$ cat config.mk
export PLATFORM = sky130hd
export DESIGN_NAME = process_job_table
export DESIGN_NICKNAME = d
export VERILOG_FILES = /design/src/rtl/pjt_pkg.sv /design/src/rtl/pjt_store.sv /design/src/rtl/pjt_ctrl.sv /design/src/rtl/process_job_table.sv
export SDC_FILE = /design/constraint.sdc
export NUM_CORES = 1
export LEC_CHECK = 0
export BUFFER_PORTS_ARGS = -buffer_cell sky130_fd_sc_hd__buf_2
export CORE_MARGIN = 5
export CORE_UTILIZATION = 45
export DETAILED_ROUTE_END_ITERATION = 10
export PLACE_DENSITY = 0.7
export SKIP_LAST_GASP = 1
export SLEW_MARGIN = 20
export SYNTH_ARGS = -nofsm -noshare
export SYNTH_HDL_FRONTEND = slang
export SYNTH_HIERARCHICAL = 1
export SYNTH_SLANG_ARGS = --single-unit
$ cat constraint.sdc
create_clock -name clk -period 6.5 [get_ports clk]
set_input_delay 0.975 -clock clk [delete_from_list [all_inputs] [get_ports clk]]
set_output_delay 0.975 -clock clk [all_outputs]
set_load 0.01 [all_outputs]
$ cat src/rtl/pjt_pkg.sv
// ----------------------------------------------------------------------------
// pjt_pkg: shared types and constants for the job table
// Entry layout, transaction payloads, command and status codes, table sizing.
// ----------------------------------------------------------------------------
`default_nettype none

package pjt_pkg;

	localparam int ENTRIES = 16;
	localparam int IDX_W   = (ENTRIES > 1) ? $clog2(ENTRIES) : 1;
	localparam int CNT_W   = $clog2(ENTRIES + 1);

	localparam logic [2:0] CMD_APPEND    = 3'd0;
	localparam logic [2:0] CMD_REMOVE    = 3'd1;
	localparam logic [2:0] CMD_FIND_JOB  = 3'd2;
	localparam logic [2:0] CMD_FIND_PROC = 3'd3;
	localparam logic [2:0] CMD_SET_STATE = 3'd4;

	localparam logic [1:0] ST_OK   = 2'd0;
	localparam logic [1:0] ST_MISS = 2'd1;
	localparam logic [1:0] ST_FULL = 2'd2;

	typedef struct packed {
		logic [15:0] job;
		logic [21:0] proc_id;
		logic [7:0]  state;
	} entry_t;

	typedef struct packed {
		logic [2:0]  cmd;
		logic [15:0] job_id;
		logic [21:0] proc_id;
		logic [7:0]  new_state;
	} cmd_item_t;

	typedef struct packed {
		logic [1:0]  status;
		logic        found;
		logic [15:0] out_job_id;
		logic [21:0] out_proc_id;
		logic [7:0]  out_state;
	} res_item_t;

	// table port request from the sequencer
	typedef struct packed {
		logic             we;
		logic [IDX_W-1:0] waddr;
		entry_t           wdata;
		logic [IDX_W-1:0] raddr;
	} mem_req_t;

	// finished result handed to the output register
	typedef struct packed {
		logic      done;
		res_item_t res;
	} done_t;

endpackage

`default_nettype wire

$ cat src/rtl/pjt_store.sv
// ----------------------------------------------------------------------------
// pjt_store: entry storage
// One write port and one read port with registered read data.
// ----------------------------------------------------------------------------
`default_nettype none

module pjt_store (
	input  wire                    clk,
	input  wire pjt_pkg::mem_req_t req,
	output pjt_pkg::entry_t        rd
);
	import pjt_pkg::*;

	entry_t mem [ENTRIES];
	entry_t rd_q;

	always_ff @(posedge clk) begin
		if (req.we) begin
			mem[req.waddr] <= req.wdata;
		end
		rd_q <= mem[req.raddr];
	end

	assign rd = rd_q;

endmodule

`default_nettype wire

$ cat src/rtl/pjt_ctrl.sv
// ----------------------------------------------------------------------------
// pjt_ctrl: command sequencer
// Walks the table one entry per cycle through a single shared key comparator,
// then compacts the table after a removal, one entry per cycle.
// ----------------------------------------------------------------------------
`default_nettype none

module pjt_ctrl (
	input  wire                     clk,
	input  wire                     arst_n,
	input  wire                     cmd_valid,
	output logic                    cmd_stall,
	input  wire pjt_pkg::cmd_item_t cmd_item,
	input  wire                     res_take,
	output pjt_pkg::done_t          done_o,
	output pjt_pkg::mem_req_t       req,
	input  wire pjt_pkg::entry_t    rd
);
	import pjt_pkg::*;

	localparam logic [1:0] S_IDLE   = 2'd0;
	localparam logic [1:0] S_SEARCH = 2'd1;
	localparam logic [1:0] S_SHIFT  = 2'd2;
	localparam logic [1:0] S_DONE   = 2'd3;

	logic [1:0]       state_q;
	cmd_item_t        cmd_q;
	logic [IDX_W-1:0] idx_q;
	logic [CNT_W-1:0] count_q;
	res_item_t        res_q;

	logic        accept;
	logic [21:0] cmp_a;
	logic [21:0] cmp_b;
	logic        hit;
	logic        by_job;
	logic        last;
	logic        shift_last;
	logic        full;
	entry_t      hit_entry;

	assign cmd_stall = (state_q != S_IDLE);
	assign accept    = cmd_valid && (state_q == S_IDLE);
	assign full      = (count_q >= CNT_W'(ENTRIES));

	// shared comparator: job id or process id key
	assign by_job = (cmd_q.cmd == CMD_FIND_JOB) || (cmd_q.cmd == CMD_SET_STATE);
	assign cmp_a  = by_job ? {6'd0, rd.job} : rd.proc_id;
	assign cmp_b  = by_job ? {6'd0, cmd_q.job_id} : cmd_q.proc_id;
	assign hit    = (cmp_a == cmp_b);

	assign last       = ((CNT_W'(idx_q) + CNT_W'(1)) == count_q);
	assign shift_last = ((CNT_W'(idx_q) + CNT_W'(2)) == count_q);

	always_comb begin
		hit_entry = rd;
		if (cmd_q.cmd == CMD_SET_STATE) begin
			hit_entry.state = cmd_q.new_state;
		end
	end

	always_comb begin
		req       = '0;
		req.raddr = (state_q == S_IDLE) ? '0 : idx_q + IDX_W'(1);
		unique case (state_q)
			S_IDLE: begin
				if (accept && (cmd_item.cmd == CMD_APPEND) && !full) begin
					req.we            = 1'b1;
					req.waddr         = count_q[IDX_W-1:0];
					req.wdata.job     = cmd_item.job_id;
					req.wdata.proc_id = cmd_item.proc_id;
					req.wdata.state   = cmd_item.new_state;
				end
			end
			S_SEARCH: begin
				if (hit && (cmd_q.cmd == CMD_SET_STATE)) begin
					req.we    = 1'b1;
					req.waddr = idx_q;
					req.wdata = hit_entry;
				end
			end
			S_SHIFT: begin
				// read runs one entry ahead of the write: rd holds entry idx+1
				req.raddr = idx_q + IDX_W'(2);
				req.we    = 1'b1;
				req.waddr = idx_q;
				req.wdata = rd;
			end
			default: ;
		endcase
	end

	always_ff @(posedge clk or negedge arst_n) begin
		if (!arst_n) begin
			state_q <= S_IDLE;
			count_q <= '0;
			idx_q   <= '0;
		end else begin
			unique case (state_q)
				S_IDLE: begin
					if (accept) begin
						cmd_q <= cmd_item;
						idx_q <= '0;
						unique case (cmd_item.cmd) inside
							CMD_APPEND: begin
								state_q <= S_DONE;
								if (full) begin
									res_q <= '{status: ST_FULL, default: '0};
								end else begin
									res_q   <= '{status: ST_OK, default: '0};
									count_q <= count_q + CNT_W'(1);
								end
							end
							CMD_REMOVE, CMD_FIND_JOB, CMD_FIND_PROC, CMD_SET_STATE: begin
								res_q   <= '{status: ST_MISS, default: '0};
								state_q <= (count_q != '0) ? S_SEARCH : S_DONE;
							end
							default: begin
								res_q   <= '{status: ST_MISS, default: '0};
								state_q <= S_DONE;
							end
						endcase
					end
				end
				S_SEARCH: begin
					if (hit) begin
						res_q <= '{status: ST_OK, found: 1'b1,
							out_job_id: hit_entry.job,
							out_proc_id: hit_entry.proc_id,
							out_state: hit_entry.state};
						if ((cmd_q.cmd == CMD_REMOVE) && !last) begin
							state_q <= S_SHIFT;
						end else begin
							state_q <= S_DONE;
						end
						if ((cmd_q.cmd == CMD_REMOVE) && last) begin
							count_q <= count_q - CNT_W'(1);
						end
					end else if (last) begin
						state_q <= S_DONE;
					end else begin
						idx_q <= idx_q + IDX_W'(1);
					end
				end
				S_SHIFT: begin
					if (shift_last) begin
						count_q <= count_q - CNT_W'(1);
						state_q <= S_DONE;
					end else begin
						idx_q <= idx_q + IDX_W'(1);
					end
				end
				S_DONE: begin
					if (res_take) begin
						state_q <= S_IDLE;
					end
				end
				default: state_q <= S_IDLE;
			endcase
		end
	end

	assign done_o.done = (state_q == S_DONE);
	assign done_o.res  = res_q;

endmodule

`default_nettype wire

$ cat src/rtl/process_job_table.sv
// An append, or a refused append, goes from accept to the S_DONE state and then
// into the output register. A search walks the table from position 0 until it
// hits or passes the last entry; a removal that hits before the last entry first
// compacts the entries behind it into the gap. One transaction at a time, with
// the single table read port walking one entry per cycle.
// Reset clears the entry count and control only; table contents are not cleared.
// ----------------------------------------------------------------------------
// process_job_table: ordered job table
// Append, remove with compaction, lookup by job or process id, set state.
// ----------------------------------------------------------------------------
`default_nettype none

module process_job_table (
	input  wire                      clk,
	input  wire                      arst_n,
	input  wire                      cmd_valid,
	output logic                     cmd_stall,
	input  wire pjt_pkg::cmd_item_t  cmd_item,
	output logic                     res_valid,
	input  wire                      res_stall,
	output pjt_pkg::res_item_t       res_item
);
	import pjt_pkg::*;

	mem_req_t  req;
	entry_t    rd;
	done_t     done;
	logic      res_take;
	logic      res_valid_q;
	res_item_t res_item_q;

	// table storage: single write, single registered read
	pjt_store u_store (
		.clk (clk),
		.req (req),
		.rd  (rd)
	);

	// sequencer with the shared key comparator
	pjt_ctrl u_ctrl (
		.clk       (clk),
		.arst_n    (arst_n),
		.cmd_valid (cmd_valid),
		.cmd_stall (cmd_stall),
		.cmd_item  (cmd_item),
		.res_take  (res_take),
		.done_o    (done),
		.req       (req),
		.rd        (rd)
	);

	// output register: the finished result moves here when the slot is free
	assign res_take = done.done && (!res_valid_q || !res_stall);

	always_ff @(posedge clk or negedge arst_n) begin
		if (!arst_n) begin
			res_valid_q <= 1'b0;
		end else if (!res_valid_q || !res_stall) begin
			res_valid_q <= done.done;
		end
	end

	always_ff @(posedge clk) begin
		if (res_take) begin
			res_item_q <= done.res;
		end
	end

	assign res_valid = res_valid_q;
	assign res_item  = res_item_q;

	// a new transaction is only taken once the previous one has been handed off
	a_no_accept_while_done: assert property (@(posedge clk) disable iff (!arst_n)
		done.done |-> cmd_stall)
		else $error("command accepted while a result is pending");

	// a handed-off result shows up on the output
	a_take_shows: assert property (@(posedge clk) disable iff (!arst_n)
		res_take |=> res_valid)
		else $error("result taken but not presented");

	// a found result always carries ok status
	a_found_ok: assert property (@(posedge clk) disable iff (!arst_n)
		res_valid && res_item.found |-> res_item.status == ST_OK)
		else $error("found result without ok status");

	a_full_clean: assert property (@(posedge clk) disable iff (!arst_n)
		res_valid && (res_item.status == ST_FULL || res_item.status == ST_MISS)
		|-> !res_item.found && res_item.out_job_id == '0 && res_item.out_state == '0)
		else $error("failed result carries entry data");

endmodule

`default_nettype wire

==> summary.txt <==
area of the multi-input gates - 8300 sq um
# hold bufs at CTS - 0
initial DRC count - 2080
class of the most critical setup path - reg -> reg
Slew @ Worst Pin - 1.10 ns
routed len/inst - 28.1 microns
# nets final - 2007
Hold Vio Cnt, Final - 0
Global Route Usage Sum - 19.8%
worst endpoint required time - 6.80 ns
DP Cell Count - 2908
fraction of registers with async set/reset - 1.28%
Max stage delay cell, worst path - nor2_4
num ports - 104
row count - 104
residual DRC count - 0
Pwr Density - 507 nW/um^2
Die Area - 86400 sq um
crit-path max cell delay - 0.75 ns
Synth area leader - edfxtp_1
initial antenna violation count - 3
Synth Warn # - 6
CP Max Fanout - 31
Static Leak - 0.0133 uW
max-slew violations - 0
detailed-placement wirelength estimate - 52400 microns
Die H - 294 microns
Setup-failing EPs final - 0
global-route wire length before repair - 127000 microns
fin crit period - 5.61 ns
Post-CTS Setup Inserts - 0
total gr overflow - 0
Final Wtd Congestion - 0.855
Routed Wire Length - 86700 microns
Final Power - 21000 uW
largest net degree at the start of global routing - 79
Slew HR - 26.4%
Die W - 294 microns
Finished Layout Cells - 3083
ANT nets after route - 0
First-pass DRT Iterations - 8
Hold WS - 0.234 ns
status - completed
Initial Util - 45.2%
FMAX - 178 MHz
Synth Net Count - 1857
clock latency on the worst-skew pair - 0.65 ns
Final TNS setup - 0 ns
I/O Buffers - 103
synthesized area per cell - 20.2 sq um
unrepaired setup endpoints after global routing - no
Reg clk slew, reported paths - 0.06 ns
CP Capture Type - register
Synth cell types - 64
CTS Sinks - 941
Critical Path AT - 5.91 ns
DR vias/cell - 5.97
worst min-delay path category - in -> async
top post-synthesis cells by area - edfxtp_1, mux4_2, dfxtp_1, a22oi_1, a21oi_1
CTS tree - yes
Post-synth EDFFs - 883
FF+latch area - 27700 sq um
Vias - 18400
core area - 80200 sq um
most common cell after layout, fill and taps aside - edfxtp_1
Yosys reg bits - 941
share of cells above drive strength 1 - 27.9%
Num CTS Buffers - 93
Final period util - 86.3%
Mapped Area - 36300 sq um
Mapped Cells - 1793
vias in the first global route - 18600
Clock Path Buffers - 3
H-tree depth - 3
final clock skew - 0.0347 ns
fillcell total - 6251
crit-path cells - xnor2_1 > nor2_1 > nand3_1 > a221oi_4 > nand2_4 > a211oi_2 > nand2b_1 > nor2_4 > buf_4
crit path launch type - register
worst vdd ir - 0.000468 V
Top FF cell, synth - edfxtp_1
number of max-cap violations - 0
Synth top area share - 73.1%
register area share after synthesis - 76.5%
most frequent cells in the layout - edfxtp_1, mux4_2, a21oi_1
CTS root buf - clkbuf_16
post_cts resized - 0
synthesis-to-finish area growth - 14.3%
Util after Layout - 51.7%
-- registers in the layout (all words and copies together) (netlist names) --
| signal | cells |
|---|---|
| u_store/mem | 736 |
| res_item | 49 |
| u_ctrl/cmd_q | 49 |
| u_ctrl/done_o | 49 |
| u_store/rd | 46 |
| u_ctrl/count_q | 5 |
| u_ctrl/idx_q | 4 |
| u_ctrl/state_q | 2 |
| res_valid | 1 |
-- layer usage --
metal	share of wire, %	wire length, microns	global-route usage [%]
met5	0.022	19	0
met4	1.8	1580	4.37
met3	11	9880	6.36
met2	46	39600	29.8
met1	41	35500	28.8
-- cell usage after synthesis (3+ instances only) --
cell,count
a211oi_1,3
o211ai_1,4
mux2_1,5
buf_6,14
o31ai_1,3
ha_1,10
a22oi_1,101
nand2b_1,8
nor3_1,11
xnor2_1,27
dfxtp_1,46
a211oi_2,39
a21o_1,3
clkbuf_1,54
xor2_1,22
nand4_1,5
nor2b_1,5
buf_1,21
buf_2,4
a21oi_1,107
nor4_1,7
o21ai_0,5
mux4_2,184
nor2_1,23
nand3b_1,4
dfrtp_1,12
and3_1,3
and2_1,41
nand2_1,73
buf_4,9
nand3_1,14
inv_1,8
edfxtp_1,883
-- critical path: cells and delay by family, from the launching register on --
kind,cells,cell delay [ns]
xor+xnor,1,0.18
simple gates,5,2.80
compound gates,2,1.35
flops,1,0.44
buf+inv,1,0.44
-- kinds of logic (layout without fill, tap and decap cells) --
kind of cell,after synthesis,after routing,share of synthesized area (%)
XOR/XNOR,50,50,1.25
buffers and inverters,111,339,1.55
AO/OA/AOI/OAI,287,287,5.86
multiplexers,190,190,11.6
AND/OR/NAND/NOR,203,203,2.84
flip-flops,941,941,76.5
other,0,2,0
adder cells (fa/ha/maj),11,11,0.400
-- power by group --
| part | leakage [uW] | switching (uW) | internal [uW] |
|---|---|---|---|
| clock network | 0.00148 | 2220 | 3130 |
| logic | 0.00314 | 4450 | 3030 |
| registers | 0.00870 | 353 | 7810 |
| total | 0.0133 | 7020 | 14000 |
-- metrics by stage --
step	setup slack, ns	instance area, sq um
2_1_floorplan	0.0102	36300
3_3_place_gp	1.38	38300
3_5_place_dp	1.13	38300
4_1_cts	1.08	41300
5_1_grt	0.670	41500
6_report	0.893	41500
-- path summary, 6_finish.rpt --
kind                       cells after the start              start            endpoint  slack [ns]
max                                            9   u_ctrl/cmd_q[48]  u_store/mem[2][33]        0.89
min                                            1             arst_n   u_ctrl/count_q[4]        0.23
max reg2reg                                    9   u_ctrl/cmd_q[48]  u_store/mem[2][33]        0.89
min reg2reg                                    0  u_ctrl/done_o[31]        res_item[31]        0.42
max in group asynchronous                      1             arst_n           res_valid        5.97
min in group clk                               0  u_ctrl/done_o[31]        res_item[31]        0.42
-- layout make-up --
class	count	share of cell area, %
flip-flops and latches	941	66.9
multi-input cells	741	20.0
clock buffers	136	6.34
well taps	1060	3.20
repair buffers	157	2.40
clock inverters	37	1.04
inverters	9	0.0815
diodes	2	0.0121
No activity file was read; power rests on OpenSTA's default activity.
